File: src/sv/msp_mul.sv
// ----------------------------------------------------------------------------
// msp_mul
// Shared 32x32 unsigned multiplier with a registered product.
// ----------------------------------------------------------------------------
module msp_mul (
	input  logic        clk,
	input  logic [31:0] a,
	input  logic [31:0] b,
	output logic [63:0] p_q
);

	always_ff @(posedge clk) begin
		p_q <= 64'(a) * 64'(b);
	end

endmodule

File: config.mk
export PLATFORM = sky130hd
export DESIGN_NAME = msp_mul
export DESIGN_NICKNAME = d
export VERILOG_FILES = /design/src/sv/msp_mul.sv
export SDC_FILE = /design/constraint.sdc
export NUM_CORES = 2
export LEC_CHECK = 0
export ABC_CLOCK_PERIOD_IN_PS = 15500
export BUFFER_PORTS_ARGS = -buffer_cell sky130_fd_sc_hd__buf_2
export CORE_MARGIN = 3
export CORE_UTILIZATION = 45
export CTS_CLUSTER_SIZE = 40
export DETAILED_ROUTE_END_ITERATION = 12
export GPL_ROUTABILITY_DRIVEN = 1
export HOLD_SLACK_MARGIN = 0.15
export SLEW_MARGIN = 20
export SYNTH_ARGS = -nofsm -noshare
export SYNTH_HDL_FRONTEND = slang
export SYNTH_SLANG_ARGS = --single-unit
File: constraint.sdc
create_clock -name clk -period 15.5 [get_ports clk]
set_input_delay 4.65 -clock clk [delete_from_list [all_inputs] [get_ports clk]]
set_output_delay 4.65 -clock clk [all_outputs]
set_load 0.01 [all_outputs]
### Word level (Yosys, flattened, before mapping)

Cells that the tools add are included.

| word-level totals | value |
|---|---|
| memories kept | 0 |
| latch bits | 0 |
| ROM bits | 0 |
| bits in writable memories | 0 |
| register bits | 64 |

| operators by class | value |
|---|---|
| equal/unequal tests | 0 |
| bitwise logic cells | 0 |
| muxes and demuxes | 0 |
| reduce and logical (&&, ||, !) cells | 0 |
| $add $sub $neg | 0 |
| div/mod/pow operators | 0 |
| multipliers | 1 |
| order comparisons | 0 |
| shift operators | 0 |

Operators by type and width:

| kind | number |
|---|---|
| $mul A32 B32 Y64 | 1 |

### Longest topological paths before layout

| depth | value |
|---|---|
| depth after elaboration | 1 |
| mapped depth | 29 |
| depth with buffers taken out | 27 |

### Worst setup path before layout

No wires, ideal clock.

| path | value |
|---|---|
| path type | in2reg |
| from | in a[25] |
| to | reg p_q[62] |
| library setup time | 0.072 ns |
| cell stages on the path | 25 |
| slack | 4.097 ns |
| arrival time | 11.331 ns |
| data required time | 15.428 ns |
| path through | clkbuf_1 -> nand2_1 -> fa_1 -> inv_1 -> fa_1 -> inv_1 -> fa_1 -> inv_1 -> fa_1 -> fa_1 -> fa_1 -> fa_1 -> inv_1 -> fa_1 -> inv_1 -> ha_1 -> buf_2 -> nand4_1 -> or4_1 -> or3_1 -> a31oi_1 -> a31o_2 -> a211oi_1 -> o21ai_1 -> xor2_1 |

| on the way | value |
|---|---|
| cells in the longest elaborated chain, start to end | 1 |

Ends and longest elaborated chain:

| what | RTL line | text |
|---|---|---|
| start: declaration | 7 | `input logic [31:0] a,` |
| $mul A32 B32 Y64 | 13 | `p_q <= 64'(a) * 64'(b);` |
| end signal: assignment | 13 |  |
| end: declaration | 9 | `output logic [63:0] p_q` |

No other way between the ends.

### Worst setup path in the final report

| path | value |
|---|---|
| from | in b[8] |
| to | reg p_q[62] |

| on the way | value |
|---|---|
| cells in the longest elaborated chain, start to end | 1 |

Ends and longest elaborated chain:

| what | RTL line | text |
|---|---|---|
| start: declaration | 8 | `input logic [31:0] b,` |
| $mul A32 B32 Y64 | 13 |  |

No other way between the ends.

==> metrics <==
outcome completed; dominant synthesized flop cell dfxtp_1; Clock Sinks 64; clk slew on worst S/H paths 0.06 ns; CTS Buf Count 9; GRT Total Usage 0.243; Root Buffer clkbuf_16; grt met2 use 0.445; GR Util met1 0.304; biggest regs p_q: 64 flops; HPWL Detailed 74700 µm; I/O pin cnt roughly 130; H-tree depth 3; final instance area 36100 µm²; max reg flops 64; number of synthesized register bits 64; initial antenna violation count 3; critical path arrival 12.63 ns; Ant. Diodes 0; CTS max path bufs 2; Hold Path Class in2reg; drt first-iter violations 1243; area share of fa/ha/maj cells after synthesis 0.612; max-cap viol count 0; Final Util 0.475; Post-Syn Instances 3748; largest area contributor in the netlist fa_1; DR WL/cell 20.0 µm; grt met3 use 0.0204; # DRC 0; # hold bufs at CTS 0; Final ANT Viol Nets 0; Die W ~280 µm; Cell Area, Synth around 35000 µm²; post-CTS sizing 0; Hold Fails Final Rpt 0; Tmin final 12.36 ns; Seq/Total Area, Yosys 0.0369; Slew @ Worst Pin 0.894 ns; layout cell share with drive strength beyond 1 0.0454; RePlAce Congestion 0.888; Layout area overhead 4.16%; CP endpoint p_q[62]; Setup Viol. Count Final 0; Yosys cell types 57; most flop-heavy register p_q; CTS tree done; die boundary height approximately 280 µm; RSZ-0062 raised after global routing false; startpoint type of the worst setup path input pin; first-pass GRT wire length 152000 µm; Core Region 76100 µm²; Compound-Gate Fraction of Synth Area 0.0415; Post-CTS Setup Bufs 0; post-synthesis mux area share 0.000289; syn avg cell area 9.25 µm²; Post-Route WL between 90000 and 100000 µm; Vias/cell 5.19; final worst-path cycle share 0.797; Crit Path Category in2reg; row cnt ~100; GR Overflow Total 0; hold path depth 3; Post-synth EDFFs 0; worst-path cell chain buf_2, nand2_1, fa_1, inv_1, fa_1, inv_1, fa_1, inv_1, fa_1, fa_1, fa_1, fa_1, inv_1, fa_1, inv_1, ha_1, nand4_1, or4_1, or3_1, a31oi_1, a31o_2, a211oi_1, o21ai_1, xor2_1; DRT Pass-1 Iters 5; Post-Synthesis Net Count ~5000; Worst Setup SP b[8]; Vias 24400; Area contributors post-synth fa_1 52%, and2_1 11%, ha_1 9.5%; WP data required about 16 ns; asr flop ratio synth 0; most frequent cells in the layout 896 x fa_1, 865 x inv_1, 602 x and2_1, 480 x nand2_1, 263 x ha_1; number of nets in the layout just under 5000; XOR/XNOR share of the synthesized area 0.0152; largest family of logic cells by synthesized area adder cells; Initial Utilization 0.456; Max Clock Freq around 0.081 GHz; setup TNS 0 ns; die area 80400 µm²; Crit-path slowest cell buf_2; share of Yosys cell area claimed by the top area cell type 0.517; Placement Cell Area 35800 µm²; commonest non-fill, non-tap cell in the layout fa_1; most used cell, CP fa_1; critical-path maximum fanout 32; PortBufs 128; vias in the first global route 27000; Post-Synth Simple-Gate Area 0.176; CP peak stage delay 0.60 ns; Yosys warning count 0; Final Max Slew Viols 0; crit end category register; largest net degree at the start of global routing 33; slew margin rel. 0.404; busiest grt layer met2
==> worst max-delay path: cells and delay by family <==
kind / cells / cell delay (ns)
xor+xnor: 1 / 0.15
buf+inv: 6 / 0.84
compound gates: 4 / 1.18
simple gates: 4 / 1.27
fa+ha+maj: 9 / 4.50
==> stage by stage <==
stage | hold slack [ns] | std cells | setup slack (ns)
after floorplan | 4.78 | 3748 | 4.10
after global placement | 5.05 | 4692 | 3.03
after detailed placement | 5.05 | 4692 | 2.93
after CTS | 4.92 | 4708 | 3.29
after global routing | 4.90 | 4708 | 2.88
final | 4.90 | 4708 | 3.14
==> how the worst min path moves through the flow <==
stage                    to     from
finish               p_q[0]     b[0]
global route         p_q[0]     b[0]
CTS                  p_q[0]     b[0]
detailed placement  p_q[15]  p_q[15]
global placement    p_q[61]  p_q[61]
floorplan            p_q[0]     b[0]
==> logic make-up (layout without fill, tap and decap cells) <==
| group | count (synthesis) | after routing |
|---|---|---|
| simple gates | 1177 | 1177 |
| mux | 1 | 1 |
| compound gates | 202 | 202 |
| buf+inv | 1085 | 1015 |
| flops | 64 | 64 |
| xor+xnor | 60 | 60 |
| fa+ha+maj | 1159 | 1159 |
==> final cells by class <==
class | count | area, µm²
flip-flops and latches | 64 | 1280
multi-input cells | 2599 | 29300
repair buffers | 134 | 686
well taps | 1030 | 1290
inverters | 865 | 3250
clock buffers | 9 | 225
fillers | 7492 | 40000
clock inverters | 7 | 77.6
==> per-layer routing <==
layer / part of all wire / wire, µm / vias up
met3: 0.036 / 3400 / 165
met4: 0.036 / 3420 / 4
met2: 0.53 / 50100 / 615
met1: 0.39 / 37000 / 13000
met5: 0.00034 / 32 / -
li1: - / - / 10700
==> synth_stat cells, drive strengths merged (4+ instances only) <==
cell    number
inv        865
nor3         7
o31ai        5
and2       602
xnor2       35
nand2      480
clkbuf     213
a21oi       66
dfxtp       64
a221oi       4
ha         263
and3        14
fa         896
nand4       23
nand3       10
buf          7
xor2        25
a221o        4
o21bai      11
a31oi       12
nor2        20
o21a         9
o21ai       26
a21o        40
Power is left out: the tool's default activity adds up to more than one toggle a clock period on the data nets, which glitch-free logic cannot reach.
