--- src/sv/msp_color.sv ---
// ----------------------------------------------------------------------------
// msp_color
// Hue to truncated 8-bit RGB by sextant.
// ----------------------------------------------------------------------------
module msp_color (
	input  logic [15:0] hue,
	output logic [7:0]  red,
	output logic [7:0]  green,
	output logic [7:0]  blue
);

	logic [18:0] h6;
	logic [2:0]  sext;
	logic [15:0] gf;
	logic [23:0] up_p;
	logic [16:0] dn_d;
	logic [24:0] dn_p;
	logic [7:0]  up;
	logic [7:0]  dn;

	always_comb begin
		h6   = ({3'b0, hue} << 2) + ({3'b0, hue} << 1);
		sext = h6[18:16];
		gf   = h6[15:0];
		up_p = {gf, 8'd0} - {8'd0, gf};
		up   = up_p[23:16];
		dn_d = 17'h10000 - {1'b0, gf};
		dn_p = {dn_d, 8'd0} - {8'd0, dn_d};
		dn   = dn_p[23:16];
		case (sext)
			3'd1: begin red = dn;    green = 8'hFF; blue = 8'h00; end
			3'd2: begin red = 8'h00; green = 8'hFF; blue = up;    end
			3'd3: begin red = 8'h00; green = dn;    blue = 8'hFF; end
			3'd4: begin red = up;    green = 8'h00; blue = 8'hFF; end
			3'd5: begin red = 8'hFF; green = 8'h00; blue = dn;    end
			default: begin red = 8'hFF; green = up; blue = 8'h00; end
		endcase
	end

endmodule

--- config.mk ---
export PLATFORM = sky130hd
export DESIGN_NAME = msp_color
export DESIGN_NICKNAME = d
export VERILOG_FILES = /design/src/sv/msp_color.sv
export SDC_FILE = /design/constraint.sdc
export NUM_CORES = 1
export LEC_CHECK = 0
export BUFFER_PORTS_ARGS = -buffer_cell sky130_fd_sc_hd__buf_2
export CAP_MARGIN = 20
export CORE_UTILIZATION = 45
export DETAILED_ROUTE_END_ITERATION = 6
export PLACE_DENSITY = 0.72
export SYNTH_ARGS = -nofsm -noshare
export SYNTH_HDL_FRONTEND = slang
export SYNTH_SLANG_ARGS = --single-unit
--- constraint.sdc ---
create_clock -name vclk -period 10.1
set_input_delay 0.505 -clock vclk [all_inputs]
set_output_delay 0.505 -clock vclk [all_outputs]
set_load 0.01 [all_outputs]
Word level (Yosys, flattened, before mapping)
Cells that the tools add are included. Widths: inputs -> output; s select.

Reduce and logical (&&, ||, !) cells: 4. Multiplexer cells: 3. Equal/unequal tests: 5. Add/sub/neg operators: 4.

Operators with widths (count): $pmux 8 s3 (3); $sub 24x16->24 (1); $sub 24x17->24 (1); $add 18x17->19 (1); $sub 17x16->17 const A (1); $reduce_or 2->1 (4); $eq 3x2->1 const B (2); $eq 3x3->1 const B (2); $eq 3x1->1 const B (1).

Bits of input ports: 16. Word-level logic and storage cells: 16. Register bits: 0.

Depth between registers and ports, before layout
Word-level depth: 4. Mapped depth: 22.

Worst setup path after synthesis
Ideal clock, no wire load.

Kind: input port to output port. From: in hue[4]. To: out green[0]. Buffers on the path: 1. Data required time: 9595 ps. Cell stages on the path: 20. Setup slack: 4422 ps. Arrival time: 5173 ps. Cells stage by stage: ha_1 > buf_6 > a21o_1 > a31o_4 > or3_4 > a2111oi_4 > nand3_1 > xnor2_1 > inv_1 > ha_1 > a21oi_1 > nor2_1 > nor2_1 > mux2i_1 > o21ai_1 > maj3_2 > a2111oi_1 > mux2i_1 > nor2_1 > a2111oi_1.

Cells in the longest elaborated chain, start to end: 4. Elaborated cells between the ends (all ways): 12. Those cells by class: add/sub: 4; eq/ne: 5; mux: 1; reduce/logical: 2.

RTL lines: start: declaration (RTL line 6) `input logic [15:0] hue,`; $add 18x17->19 * (RTL line 22) `h6 = ({3'b0, hue} << 2) + ({3'b0, hue} << 1);`; $sub 17x16->17 (tied with other cells) (RTL line 27) `dn_d = 17'h10000 - {1'b0, gf};`; $sub 24x17->24 / $reduce_or 2->1 (equally long branches); $pmux 8 s3 * (RTL line 30) `case (sext)`; end: declaration (RTL line 8) `output logic [7:0] green,`.

Every way passes the cells marked *; elsewhere a longest branch is shown, timed or not.

Worst setup path after layout
From: in hue[0]. To: out green[0].

The elaborated chain is that of the path after synthesis.

==> impl_summary.txt <==
----------------------------------------------------
[Synthesis]
  Biggest area contributors in the synthesized netlist ... sky130_fd_sc_hd__ha_1 12%, sky130_fd_sc_hd__xnor2_1 6.7%, sky130_fd_sc_hd__a21oi_1 6.4%, sky130_fd_sc_hd__nand2_1 5.6%, sky130_fd_sc_hd__nor2_1 5.3%
  Adder-cell area share of the yosys netlist ... 0.130
  Synth warn ... 0
  Synth Area in Compound Gates ... 0.402
  Count of unique library cells instantiated by Yosys ... a little under 70
  Register area share after synthesis ... 0
  Combinational family with the most area after synthesis ... compound AO/OA/AOI/OAI gates
  Basic-gate share of the synthesized area counting and, or, nand and nor cells ... 0.302
  Post-synthesis mux area share ... 0.0110
  Mean post-synth cell area ... ~6.7 um^2
  Yosys top cell area share ... 0.119
  Share of the synthesized netlist area taken by xor and xnor gates ... 0.106
  Synthesized net count ... about 450
  Cell type with the highest aggregate area in the netlist ... sky130_fd_sc_hd__ha_1
  Synth Instances ... between 400 and 500
  Summed instance area of the synthesized netlist ... 2740 um^2

[Cells and area]
  Area delta synth->final ... 8.18%
  Number of diodes ... 0
  Combined flip-flop and latch cell area ... 0 um^2
  Seq Cell Count ... 0
  Post-layout util ... 0.503
  Total number of nets in the final design ... roughly 480
  Count of clock buffers in the final design ... 0
  Share of post-route cells with drive strength above 1 ... 0.135

[Critical path]
  Highest net fanout along the worst path ... 8
  Critical Path RT ... about 9.6 ns
  Arrival @ worst endpoint ... between 5 and 6 ns
  Kind of critical path ... input pin to primary output
  Critical path startpoint category ... input pin
  Type of destination of the critical path ... primary output

[Floorplan]
  Vert. Die Dim ... around 80 um
  Core outline area ... ~6000 um^2
  Starting utilization of the core area ... 0.465
  Count of standard-cell rows ... 28
  Die boundary width ... about 80 um
  Ports ... 40
  Die area ... between 6000 and 7000 um^2

[Timing]
  Post-route setup TNS ... 0 ns
  Unrepaired setup endpoints after global routing ... no
  Tightest slew margin relative to the limit ... 0.467
  Slew at the pin closest to its max-slew limit ... a little under 0.8 ns
  Final hold violations ... 0
  Final critical-path required period ... between 6 and 7 ns
  Max Freq ... 159 MHz
  Number of pins with negative max-slew slack in the final report ... 0
  Post-route fraction of the period consumed by the critical path ... 0.621
  Final Setup Violations ... 0

[Pwr]
  Internal cell power ... 0.141 mW
  Seq pwr share ... 0
  Total power density per cell area ... about 130 nW/um^2
  Gate power share ... 1.000
  Max rail drop VDD ... approximately 0.000051 V
  Net Switching ... approximately 0.24 mW
  Switching Fraction ... 0.629
  Share of power burned in the clock network ... 0
  Leakage power ... between 1 and 1.5 nW

[Clock network]
  Hold buffers post-CTS ... 0
  Setup Fix Bufs, Post-CTS ... 0
  Count of cells resized by post-cts repair ... 0

[Run]
  Total of max-cap violations ... 0

[GRT]
  Antenna violations before repair ... 0
  Total Routing Usage GR ... 0.252
  Met1 global-route usage ... 0.335
  Met2 demand-to-capacity share in global routing ... 0.445
  Met3 Resource Use GR ... 0.0171
  Number of global-route vias before repair ... 2919
  Largest net degree at the start of global routing ... 14
  Global-route wire length before repair ... 13.3 mm
  GR peak layer ... met2
  Grt total ovfl ... 0

[Routing]
  Wire length after detailed routing ... slightly above 8 mm
  Post-DR vias/cell ... between 6 and 7
  Via total after detailed routing ... ~3300
  Post-DRT Antenna Nets ... 0
  Drt initial violations ... 317
  Drc violations ... 0
  Detailed-routing iteration count for the pre-antenna-repair pass ... 6
  Routed WL per cell ... between 15 and 20 um

[Worst hold path]
  Type of the most critical hold path ... input pin to primary output

[Placed design]
  Placer congestion estimate ... between 0.9 and 1
  DP Wirelength ... around 6.6 mm
  Number of port buffers ... 40

[Outcome]
  Outcome ... finished, final reports clean

----------------------------------------------------
==> final cells by class <==
type,instances,area (um^2)
tap,75,93.8
inverter,17,63.8
fill,603,2920
timing repair buffer,40,200
multi-input combinational,379,2610
==> critical path: stages <==
cell and delay [ns]:
sky130_fd_sc_hd__buf_2 0.16, sky130_fd_sc_hd__ha_1 0.24, sky130_fd_sc_hd__fa_1 0.41, sky130_fd_sc_hd__a21o_1 0.21, sky130_fd_sc_hd__a21oi_2 0.23, sky130_fd_sc_hd__xnor2_1 0.20, sky130_fd_sc_hd__a2111oi_4 0.50, sky130_fd_sc_hd__nand3_1 0.16
sky130_fd_sc_hd__xnor2_1 0.29, sky130_fd_sc_hd__inv_1 0.15, sky130_fd_sc_hd__ha_1 0.34, sky130_fd_sc_hd__a21oi_1 0.09, sky130_fd_sc_hd__nor2_1 0.19, sky130_fd_sc_hd__nor2_1 0.09, sky130_fd_sc_hd__mux2i_1 0.21, sky130_fd_sc_hd__o21ai_1 0.10
sky130_fd_sc_hd__maj3_2 0.33, sky130_fd_sc_hd__a2111oi_1 0.46, sky130_fd_sc_hd__mux2i_1 0.28, sky130_fd_sc_hd__nor2_1 0.06, sky130_fd_sc_hd__a2111oi_1 0.36, sky130_fd_sc_hd__buf_2 0.20
==> cell usage in the layout (no fill, tap or decap), drive strengths merged, types with 8 or more instances in the layout <==
master	synthesis	final
nand2	41	41
buf	4	40
nor2	39	39
a21oi	36	36
ha	26	26
o21ai	25	25
xnor2	21	21
nor3	17	17
inv	17	17
nand3	17	17
a21o	11	11
and3	10	10
a211oi	10	10
o2111ai	8	8
==> power groups by stage <==
stage / Sequential (mW) / Combinational, mW / Clock [mW]
final: 0 / 0.380 / 0
after global routing: 0 / 0.418 / 0
after CTS: 0 / 0.372 / 0
after detailed placement: 0 / 0.370 / 0
after global placement: 0 / 0.367 / 0
after floorplan: 0 / 0.279 / 0
==> stage by stage <==
| stage | hold WS (ns) | setup WS (ns) | area (um^2) | cells | power [mW] |
|---|---|---|---|---|---|
| finish | 1.88 | 3.83 | 2960 | 511 | 0.380 |
| global route | 1.95 | 3.31 | 2960 | 511 | 0.418 |
| CTS | 1.86 | 3.84 | 2960 | 511 | 0.372 |
| detailed placement | 1.87 | 3.86 | 2960 | 511 | 0.370 |
| global placement | 1.82 | 4.01 | 2960 | 511 | 0.367 |
| floorplan | 1.54 | 4.42 | 2740 | 410 | 0.279 |
==> synthesized netlist by cell type, drive strengths merged (3+ instances only) <==
cell type / number
a21oi: 36
o2111ai: 8
xnor2: 21
o211ai: 6
nand2b: 3
and4: 5
a31o: 3
o21a: 5
nor3: 17
nand4: 7
and3: 10
or4: 3
or2: 5
mux2i: 3
a2bb2oi: 3
a31oi: 7
nand3: 17
inv: 17
o21ai: 25
and2: 6
a2111oi: 4
a221oi: 3
a211oi: 10
buf: 4
nor2: 39
xor2: 7
o221ai: 6
clkbuf: 10
nand2: 41
nor4: 3
a21o: 11
or3: 4
ha: 26
nor2b: 3
o211a: 3
==> layer usage <==
layer,share of wire,vias up,routed length [um]
li1,-,1644,-
met1,0.46,1514,3780
met2,0.46,134,3760
met3,0.061,14,501
met4,0.018,0,144
met5,0,-,0
==> worst paths after layout <==
path	start	endpoint	slack (ns)	cells past startpoint
worst min-delay path	hue[15]	red[1]	1.88	8
worst max-delay path	hue[0]	green[0]	3.83	22
==> cell families after synthesis <==
kind of cell	count (synthesis)
simple gates	166
compound gates	152
buf+inv	31
xor+xnor	30
fa+ha+maj	28
mux	3
(Power assumes the default switching activity.)
