## config.mk

```make
export PLATFORM = sky130hd
export DESIGN_NAME = msp_div
export DESIGN_NICKNAME = d
export VERILOG_FILES = /design/src/sv/msp_div.sv
export SDC_FILE = /design/constraint.sdc
export NUM_CORES = 1
export LEC_CHECK = 0
export BUFFER_PORTS_ARGS = -buffer_cell sky130_fd_sc_hd__buf_2
export CAP_MARGIN = 20
export CORE_MARGIN = 5
export CORE_UTILIZATION = 30
export CTS_CLUSTER_DIAMETER = 150
export DETAILED_ROUTE_END_ITERATION = 10
export PLACE_DENSITY = 0.6
export RECOVER_POWER = 50
export REMOVE_ABC_BUFFERS = 1
export SYNTH_ARGS = -nofsm -noshare
export SYNTH_HDL_FRONTEND = slang
export SYNTH_SLANG_ARGS = --single-unit
```

## constraint.sdc

```tcl
create_clock -name clk -period 2.9 [get_ports clk]
set_input_delay 0.145 -clock clk [delete_from_list [all_inputs] [get_ports clk]]
set_output_delay 0.145 -clock clk [all_outputs]
set_load 0.01 [all_outputs]
```

## src/sv/msp_div.sv

```systemverilog
// ----------------------------------------------------------------------------
// msp_div
// Restoring divider, one quotient bit per cycle, 24-bit by 8-bit.
// ----------------------------------------------------------------------------
module msp_div (
	input  logic        clk,
	input  logic        arst_n,
	input  logic        start,
	input  logic [23:0] dividend,
	input  logic [7:0]  divisor,
	output logic        done_q,
	output logic [23:0] quo_q
);

	logic [7:0] rem_q;
	logic [7:0] dvs_q;
	logic [4:0] cnt_q;
	logic       busy_q;
	logic [8:0] trial;
	logic       fits;

	assign trial = {rem_q, quo_q[23]};
	assign fits  = trial >= {1'b0, dvs_q};

	always_ff @(posedge clk or negedge arst_n) begin
		if (!arst_n) begin
			busy_q <= 1'b0;
			done_q <= 1'b0;
			cnt_q  <= '0;
		end else begin
			done_q <= 1'b0;
			if (start) begin
				busy_q <= 1'b1;
				cnt_q  <= '0;
				rem_q  <= '0;
				quo_q  <= dividend;
				dvs_q  <= divisor;
			end else if (busy_q) begin
				rem_q <= fits ? 8'(trial - {1'b0, dvs_q}) : trial[7:0];
				quo_q <= {quo_q[22:0], fits};
				cnt_q <= cnt_q + 5'd1;
				if (cnt_q == 5'd23) begin
					busy_q <= 1'b0;
					done_q <= 1'b1;
				end
			end
		end
	end

endmodule

```

# After elaboration in Yosys (flattened, before gate mapping)
# Cells that the tools add are included.
dict set report totals {
  regBits 47
  inputBits 35
}
dict set report op_classes {
  n_reduce_logical 3
  n_mux 12
  n_addsub 2
  magnitude_cmp 1
  n_eq_ne 1
}
# operator n
set op_table {}
lappend op_table {{$mux 24} 2}
lappend op_table {{$mux 8} 2}
lappend op_table {{$mux 5} 2}
lappend op_table {{$ge 9x8->1} 1}
lappend op_table {{$sub 8x8->8} 1}
lappend op_table {{$mux 1} 6}
lappend op_table {{$add 5x1->5 const B} 1}
lappend op_table {{$eq 5x5->1 const B} 1}
lappend op_table {{$reduce_and 2->1} 2}
lappend op_table {{$reduce_bool 2->1} 1}

# Logic depth before layout (Yosys ltp)
# Gate-level depths: netlist (run 1).
dict set report depth {
  depth_word 4
  depth_mapped 8
  ltp_nobuf 8
}

# Least setup slack after synthesis (run 1)
# OpenSTA, ideal clock, no wires.
dict set report synth_path {
  path_kind {flip-flop to flip-flop}
  from {register busy_q}
  to {register quo_q[0] (enable)}
  setup_slack_ns 0.734
  path_stages_with_launch 4
  n_path_buf 1
  period_less_slack_ns 2.166
  arrival_ns 1.759
  t_required_ns 2.492
  path_cell_list {dfrtp_1 -> clkbuf_1 -> nor2_1 -> nor2b_1}
}
dict set report synth_via {
  elab_chain_len 2
}
# item line
set synth_lines {}
lappend synth_lines {{from (decl)} 18} ;# logic busy_q;
lappend synth_lines {{from (signal assigned)} 27} ;# busy_q <= 1'b0;
lappend synth_lines {{from (signal assigned)} 33} ;# busy_q <= 1'b1;
lappend synth_lines {{from (signal assigned)} 43} ;# busy_q <= 1'b0;
lappend synth_lines {{$reduce_bool 2->1 (no line)} n/a}
lappend synth_lines {{$reduce_and 2->1 (no line)} n/a}
lappend synth_lines {{to (signal assigned)} 36} ;# quo_q <= dividend;
lappend synth_lines {{to (signal assigned)} 40} ;# quo_q <= {quo_q[22:0], fits};
lappend synth_lines {{to (decl)} 12} ;# output logic [23:0] quo_q
# Every way passes these cells.
# A chain may end at the register's enable or synchronous reset.

# Final worst setup path (run 1)
dict set report layout_path {
  from {register rem_q[0]}
  to {register rem_q[3] (data pin)}
}
dict set report layout_via {
  elab_chain_len 3
  word_cells_on_any_way 4
  classes_between {add/sub (1); order compare (1); mux (2)}
}
# item line
set layout_lines {}
lappend layout_lines {{from (decl)} 15} ;# logic [7:0] rem_q;
lappend layout_lines {{from (signal assigned)} 39} ;# rem_q <= fits ? 8'(trial - {1'b0, dvs_q}) : trial[7:0];
lappend layout_lines {{$sub 8x8->8 or $ge 9x8->1 (tied branches)} {39, 23}}
lappend layout_lines {{$mux 8 *} 39}
lappend layout_lines {{$mux 8 *} 38} ;# end else if (busy_q) begin
# Mark *: on every way between the ends. The rest lies on a longest branch, timed or not.

==> flow_summary.json, run 1 <==
{
  "p_leak_uw": 0.001176,
  "synth-simple-area-share_pct": 9.934,
  "grt_pass1_vias": 1765,
  "routedWlPerCell_um": 14.17,
  "drc": 0,
  "cts_root_buffer": "clkbuf_8",
  "postLayoutCellArea_mm2": 0.002995,
  "skew_ns": 0.01109,
  "muxShareOfSynthArea_pct": 11.82,
  "dpl-instance-area_mm2": 0.002882,
  "ant_nets": 0,
  "drive_gt1_share_pct": 30.86,
  "fmax_mhz": 423.1,
  "clk_path_buf_depth": 2,
  "regArea_mm2": 0.001376,
  "pin_count": 60,
  "synth_compound_area_share_pct": 11.46,
  "grt_max_degree": 27,
  "finalMaxSlewViolations": 0,
  "syn2layout_area_growth_pct": 21.96,
  "htreeDepth": 2,
  "multi_input_area_mm2": 0.001003,
  "rsz0062_at_grt": "no",
  "powerDensity_mw_per_mm2": 610.7,
  "totalWireLength_um": 5117,
  "grt_overflow": 0,
  "fillCellCount": 835,
  "synth_top_area_share_pct": 48.90,
  "setup_viol": 0,
  "cts_setup_buffers": 0,
  "finalCritPeriodShare_pct": 81.51,
  "first_pass_iters": 4,
  "antenna_found_initial": 0,
  "cts_sinks": 47,
  "slew_headroom_pct": 8.058,
  "synth_top_cell_by_area": "edfxtp_1",
  "first_iter_violations": 83,
  "start_util_pct": 30.35,
  "outcome": "complete, no violations",
  "synth_top_family_by_area": "multiplexers",
  "synthesis.area_mm2": 0.002456,
  "worstSkewPairLatency_ns": 0.30,
  "finalHoldViolCount": 0,
  "gp_congestion": 0.8911,
  "fin_crit_ns": 2.364,
  "finalPower_uw": 1829,
  "maxCapViolCount": 0,
  "pre_cts_slack_ns": 0.5314,
  "via_per_inst": 4.886,
  "yosys.area_share.xor_xnor_pct": 2.140,
  "setup_ws_ns": 0.5363,
  "synth.avg_cell_area_um2": 12.79,
  "syn_inst": 192,
  "synth_area_leaders": "edfxtp_1 (49%), mux2_2 (11%), dfrtp_1 (7.1%)",
  "grt.total_usage_pct": 10.51,
  "ys_ff_latch": 47,
  "io_buffers": 59,
  "core_mm2": 0.008093,
  "vias": 1764,
  "dp.final_hpwl_um": 3804,
  "seq_area_frac_synth_pct": 56.04,
  "die_h_um": 100.5,
  "finalSetupTns_ns": 0,
  "hp-class": "input port to flop",
  "cp-start-kind": "flop",
  "path_class": "flop to flop",
  "synth-adder-area-share_pct": 5.400,
  "n_antenna_cell": 0,
  "dieArea_mm2": 0.01010,
  "cp_max_fo": 10,
  "cts_resized": 0,
  "tritoncts": "built",
  "arrival_ns": 2.42,
  "cp.required_ns": 2.96,
  "clk_pin_slew_ns": 0.09,
  "die_width_um": 100.5,
  "end_kind": "flop",
  "ir_worst_vdd_v": 0.0003360,
  "cts_buffers": 5,
  "grt_pass1_wl_um": 8604,
  "worst_pin_slew_ns": 1.379,
  "rows": 33,
  "yosys_warnings": 0,
  "nNetsFinal": 300,
  "synth_cell_types": 43,
  "finish.utilization_pct": 37.01
}
## registers in the layout (all words and copies together) (netlist names)
signal,flops
quo_q,24
dvs_q,8
rem_q,8
cnt_q,5
busy_q,1
done_q,1
## report_power, final
group,total (µW),internal [µW],leakage (µW),switching (µW)
registers,846,808,0.000482,37.5
logic,405,182,0.000629,223
clock network,578,345,0.0000654,233
## cell usage in the layout (no fill, tap or decap), types with 2 or more instances in the layout
cell,count
a31oi_1,4
xor2_1,4
nor3_1,2
buf_4,3
dfrtp_1,7
xnor2_1,2
clkbuf_1,24
a311oi_1,2
o22ai_1,2
nor4_1,3
and2_1,2
inv_1,14
a211oi_1,3
mux2_2,24
clkbuf_8,5
nand2_1,6
ha_1,9
a221oi_1,2
nand4_1,3
bufinv_16,2
edfxtp_1,40
a21o_2,2
mux2i_1,2
nor2_1,18
nand3_1,4
buf_2,36
nand2b_1,2
a21oi_1,3
o21ai_0,6
## through the flow
stage / instances / hold slack, ns
after floorplan: 185 / -0.1506
after global placement: 352 / 0.09132
after detailed placement: 352 / 0.09119
after CTS: 361 / 0.01019
after global routing: 361 / 0.006277
final: 361 / 0.01360
## critical path, cell delays in order (launching register included)
cell	delay, ns
edfxtp_1	0.42
ha_1	0.33
nor2b_1	0.15
o31a_1	0.32
o31ai_4	0.40
nand2_1	0.17
a221o_1	0.34
## cell type report
cell class	count	share of cell area [%]
Sequential cell	47	45.95
Multi-Input combinational cell	124	33.50
Timing Repair Buffer	63	9.983
Tap cell	105	4.386
Clock buffer	6	2.423
Clock inverter	2	2.005
Inverter	14	1.754
## cells by family (layout without fill, tap and decap cells)
kind of cell,after synthesis,after routing
adders and majority gates,10,10
xor gates and xnor gates,6,6
buffers and inverters,21,85
and+or+nand+nor,46,46
AOI/OAI and AO/OA,36,36
DFF,47,47
muxes,26,26
## Yosys cell counts
cell type / n
a211o_1: 1
a211oi_1: 3
a21o_1: 1
a21o_2: 2
a21oi_1: 3
a221o_1: 1
a221oi_1: 2
a311oi_1: 2
a311oi_2: 1
a31oi_1: 4
a41o_1: 1
and2_1: 2
clkbuf_1: 7
dfrtp_1: 7
edfxtp_1: 40
fa_1: 1
ha_1: 9
inv_1: 14
mux2_2: 24
mux2i_1: 2
nand2_1: 6
nand2b_1: 2
nand3_1: 4
nand4_1: 3
nand4b_1: 1
nor2_1: 18
nor2b_1: 2
nor3_1: 2
nor3b_1: 1
nor4_1: 3
nor4b_4: 1
o21a_1: 1
o21ai_0: 6
o21ai_2: 1
o21bai_1: 1
o22ai_1: 2
o31a_1: 1
o31a_2: 1
o31ai_4: 1
o41ai_1: 1
or4_2: 1
xnor2_1: 2
xor2_1: 4
## path summary, 6_finish.rpt
kind	startpoint	end	slack (ns)	cells after the start
max reg2reg	rem_q[0]$_SDFFCE_PP0P_	rem_q[3]$_SDFFCE_PP0P_	0.54	6
min	divisor[4]	dvs_q[4]$_DFFE_PP_	0.01	1
min in group asynchronous	arst_n	cnt_q[2]$_DFFE_PN0N_	0.51	2
max in group asynchronous	arst_n	cnt_q[0]$_DFFE_PN0N_	1.81	2
max	rem_q[0]$_SDFFCE_PP0P_	rem_q[3]$_SDFFCE_PP0P_	0.54	6
min reg2reg	cnt_q[4]$_DFFE_PN0N_	cnt_q[4]$_DFFE_PN0N_	0.55	2
## timing repair
| action | CTS | global route |
|---|---|---|
| hold buffers | 1 | 0 |
| endpoints found under the hold margin | 7 | 0 |
| endpoints found under the setup margin | 0 | 0 |
## per-layer routing
metal / part of all wire, % / global-route usage (%)
met1: 48 / 14.85
met2: 44 / 15.90
met3: 6.8 / 2.907
met4: 1.1 / 2.798
met5: 0 / 0
No activity file was read; power rests on OpenSTA's default activity.
==> run 2, diff against run 1 <==
--- a/config.mk
+++ b/config.mk
@@ -5,6 +5,7 @@
 export SDC_FILE = /design/constraint.sdc
 export NUM_CORES = 1
 export LEC_CHECK = 0
+export ABC_AREA = 1
 export BUFFER_PORTS_ARGS = -buffer_cell sky130_fd_sc_hd__buf_2
 export CAP_MARGIN = 20
 export CORE_MARGIN = 5
==> constraint.sdc (replaced) <==
create_clock -name clk -period 2.36 [get_ports clk]
set_input_delay 0.118 -clock clk [delete_from_list [all_inputs] [get_ports clk]]
set_output_delay 0.118 -clock clk [all_outputs]
set_load 0.01 [all_outputs]
==> flow_summary.json, run 2 <==
{
  "synth_top_area_share_pct": 47.93,
  "ys_ff_latch": 47,
  "yosys.area_share.xor_xnor_pct": 1.048,
  "fin_crit_ns": 1.987,
  "cp-start-kind": "input port",
  "largest_reg_flops": 24,
  "yosys_warnings": 0,
  "cts_root_buffer": "clkbuf_8",
  "gp_congestion": 0.8876,
  "dp.final_hpwl_um": 4172,
  "ir_worst_vdd_v": 0.0003105,
  "finalSetupTns_ns": 0,
  "regToRegStartpoint": "rem_q[1]$_SDFFCE_PP0P_",
  "die_h_um": 101.4,
  "clk_pin_slew_ns": 0.09,
  "cts_buffers": 5,
  "grt_overflow": 0,
  "dp.cells": 442,
  "instances_no_fill": 459,
  "ys_async_sr_fraction_pct": 14.89,
  "path_class": "input port to flop",
  "first_pass_iters": 5,
  "totalWireLength_um": 5503,
  "hp-class": "input port to flop",
  "finalHoldViolCount": 0,
  "worstSkewPairLatency_ns": 0.29,
  "hold_path_end": "quo_q[18]$_DFFE_PP_",
  "seq_area_frac_synth_pct": 54.92,
  "top_regs": "quo_q x24, dvs_q x8, rem_q x8",
  "rsz0062_at_grt": "no",
  "core_mm2": 0.008175,
  "synth_common_cells": "nand2_1 (123), edfxtp_1 (40), inv_1 (32)",
  "maxCapViolCount": 0,
  "grt_pass1_vias": 2096,
  "finalMaxSlewViolations": 0,
  "synth-adder-area-share_pct": 5.292,
  "synth-simple-area-share_pct": 30.05,
  "synth_cell_types": 32,
  "synth_area_leaders": "edfxtp_1 (48%), nand2_1 (18%), dfrtp_1 (7.0%)",
  "cp.required_ns": 2.33,
  "io_buffers": 59,
  "muxShareOfSynthArea_pct": 0,
  "rows": 33,
  "n_antenna_cell": 0,
  "syn_inst": 283,
  "cts_resized": 0,
  "tritoncts": "built",
  "synth_top_family_by_area": "simple AND/OR/NAND/NOR gates",
  "syn2layout_area_growth_pct": 22.72,
  "vias": 2063,
  "start_util_pct": 30.66,
  "routedWlPerCell_um": 11.99,
  "synth_edf_count": 40,
  "dieArea_mm2": 0.01028,
  "die_width_um": 101.4,
  "synth_top_cell_by_area": "edfxtp_1",
  "worst_pin_slew_ns": 0.9442,
  "cts_sinks": 47,
  "whs_path_depth": 3,
  "synth_most_common_cell": "nand2_1",
  "clk_path_buf_depth": 2,
  "outcome": "complete, no violations",
  "layout_commonest_cell": "nand2_1",
  "htreeDepth": 2,
  "finalCritPeriodShare_pct": 84.20,
  "first_iter_violations": 158,
  "pin_count": 60,
  "grt.total_usage_pct": 11.49,
  "holdCritStartpoint": "dividend[18]",
  "end_kind": "flop",
  "reg2reg_slack_ns": 0.48,
  "drive_gt1_share_pct": 15.54,
  "skew_ns": 0.006124,
  "nNetsFinal": 398,
  "antenna_found_initial": 0,
  "powerDensity_mw_per_mm2": 646.5,
  "fillCellCount": 864,
  "grt_pass1_wl_um": 9570,
  "cts_setup_buffers": 0,
  "synthesis.area_mm2": 0.002506,
  "final_cell_mix": "nand2_1 (123), edfxtp_1 (40), buf_2 (38)",
  "synth_compound_area_share_pct": 2.346,
  "arrival_ns": 1.96,
  "grt_max_degree": 26,
  "cp_max_fo": 24,
  "ys.flop_type": "edfxtp_1",
  "fmax_mhz": 503.3,
  "rr_worst_depth": 10,
  "synth.avg_cell_area_um2": 8.856,
  "r2r_end": "rem_q[2]$_SDFFCE_PP0P_",
  "largest-register": "quo_q",
  "p_leak_uw": 0.001500,
  "via_per_inst": 4.495,
  "ant_nets": 0,
  "slew_headroom_pct": 37.05,
  "drc": 0,
  "setup_viol": 0
}
[run 2: cell count changes in the layout (fill, tap and decap cells not counted), sizes merged, moves of 4 or more]
cell | before | now
nor2 | 18 | 14
mux2 | 24 | 0
nand2 | 6 | 126
o21ai | 7 | 1
dlygate4sd3 | 1 | 9
nand3 | 4 | 17
nand3b | 0 | 5
inv | 14 | 34
[run 2: layout make-up]
| type | count | area [µm²] | share of cell area (%) |
|---|---|---|---|
| clock buffer | 7 | 86.33 | 2.807 |
| clock inverter | 1 | 3.754 | 0.1221 |
| inverter | 34 | 130.1 | 4.231 |
| multi-input combinational | 195 | 973.4 | 31.65 |
| sequential | 47 | 1376 | 44.75 |
| tap | 105 | 131.4 | 4.272 |
| timing repair buffer | 70 | 374.1 | 12.16 |
[run 2: metal layers]
metal  global-route usage (%)  part of all wire [%]  up-vias
met5                        0                     0        -
met3                    2.893                   6.1        2
met2                    18.16                    46       68
met4                    3.374                  0.58        0
met1                    15.62                    48      945
li1                         -                     -     1048
[run 2: worst max-delay path by stage]
stage	slack [ns]	start	to	cells past startpoint
final	0.37	arst_n	quo_q[22]$_DFFE_PP_	5
after global routing	0.23	arst_n	quo_q[23]$_DFFE_PP_	5
after CTS	0.49	quo_q[23]$_DFFE_PP_	rem_q[4]$_SDFFCE_PP0P_	8
after detailed placement	0.50	quo_q[23]$_DFFE_PP_	rem_q[4]$_SDFFCE_PP0P_	8
after global placement	0.52	quo_q[23]$_DFFE_PP_	rem_q[4]$_SDFFCE_PP0P_	8
after floorplan	0.40	busy_q$_DFF_PN0_	quo_q[0]$_DFFE_PP_	2
[run 2: kinds of logic after synthesis]
logic type / count (synthesis)
flip-flops: 47
adder cells (fa/ha/maj): 10
buffers and inverters: 41
AO/OA/AOI/OAI: 10
XOR/XNOR: 3
AND/OR/NAND/NOR: 172
[run 2: report_power, final]
group	total (µW)	internal, µW	switching, µW
Combinational	463	181	283
Clock	497	235	262
Sequential	1030	986	42.0
Total	1990	1400	587
[run 2: metrics by stage]
stage	instance area, µm²	power, µW	worst slack, ns	utilization [%]	hold slack, ns
after CTS	3092	2015	0.4928	37.82	0.008837
after global placement	2922	1499	0.5196	35.74	0.05827
after global routing	3075	2131	0.2258	37.62	0.08213
after floorplan	2477	1347	0.4034	-	-0.1776
after detailed placement	2922	1503	0.4956	35.74	0.06524
final	3075	1988	0.3729	37.62	0.08683
[run 2: critical path, cell delays in order]
cell	delay, ns
dlygate4sd3_1	0.53
clkbuf_1	0.71
inv_1	0.14
nor2_2	0.13
buf_4	0.32
[run 2: repair_timing]
item	CTS	global route
hold buffers	8	1
hold endpoints to repair	14	1
endpoints found under the setup margin	0	0
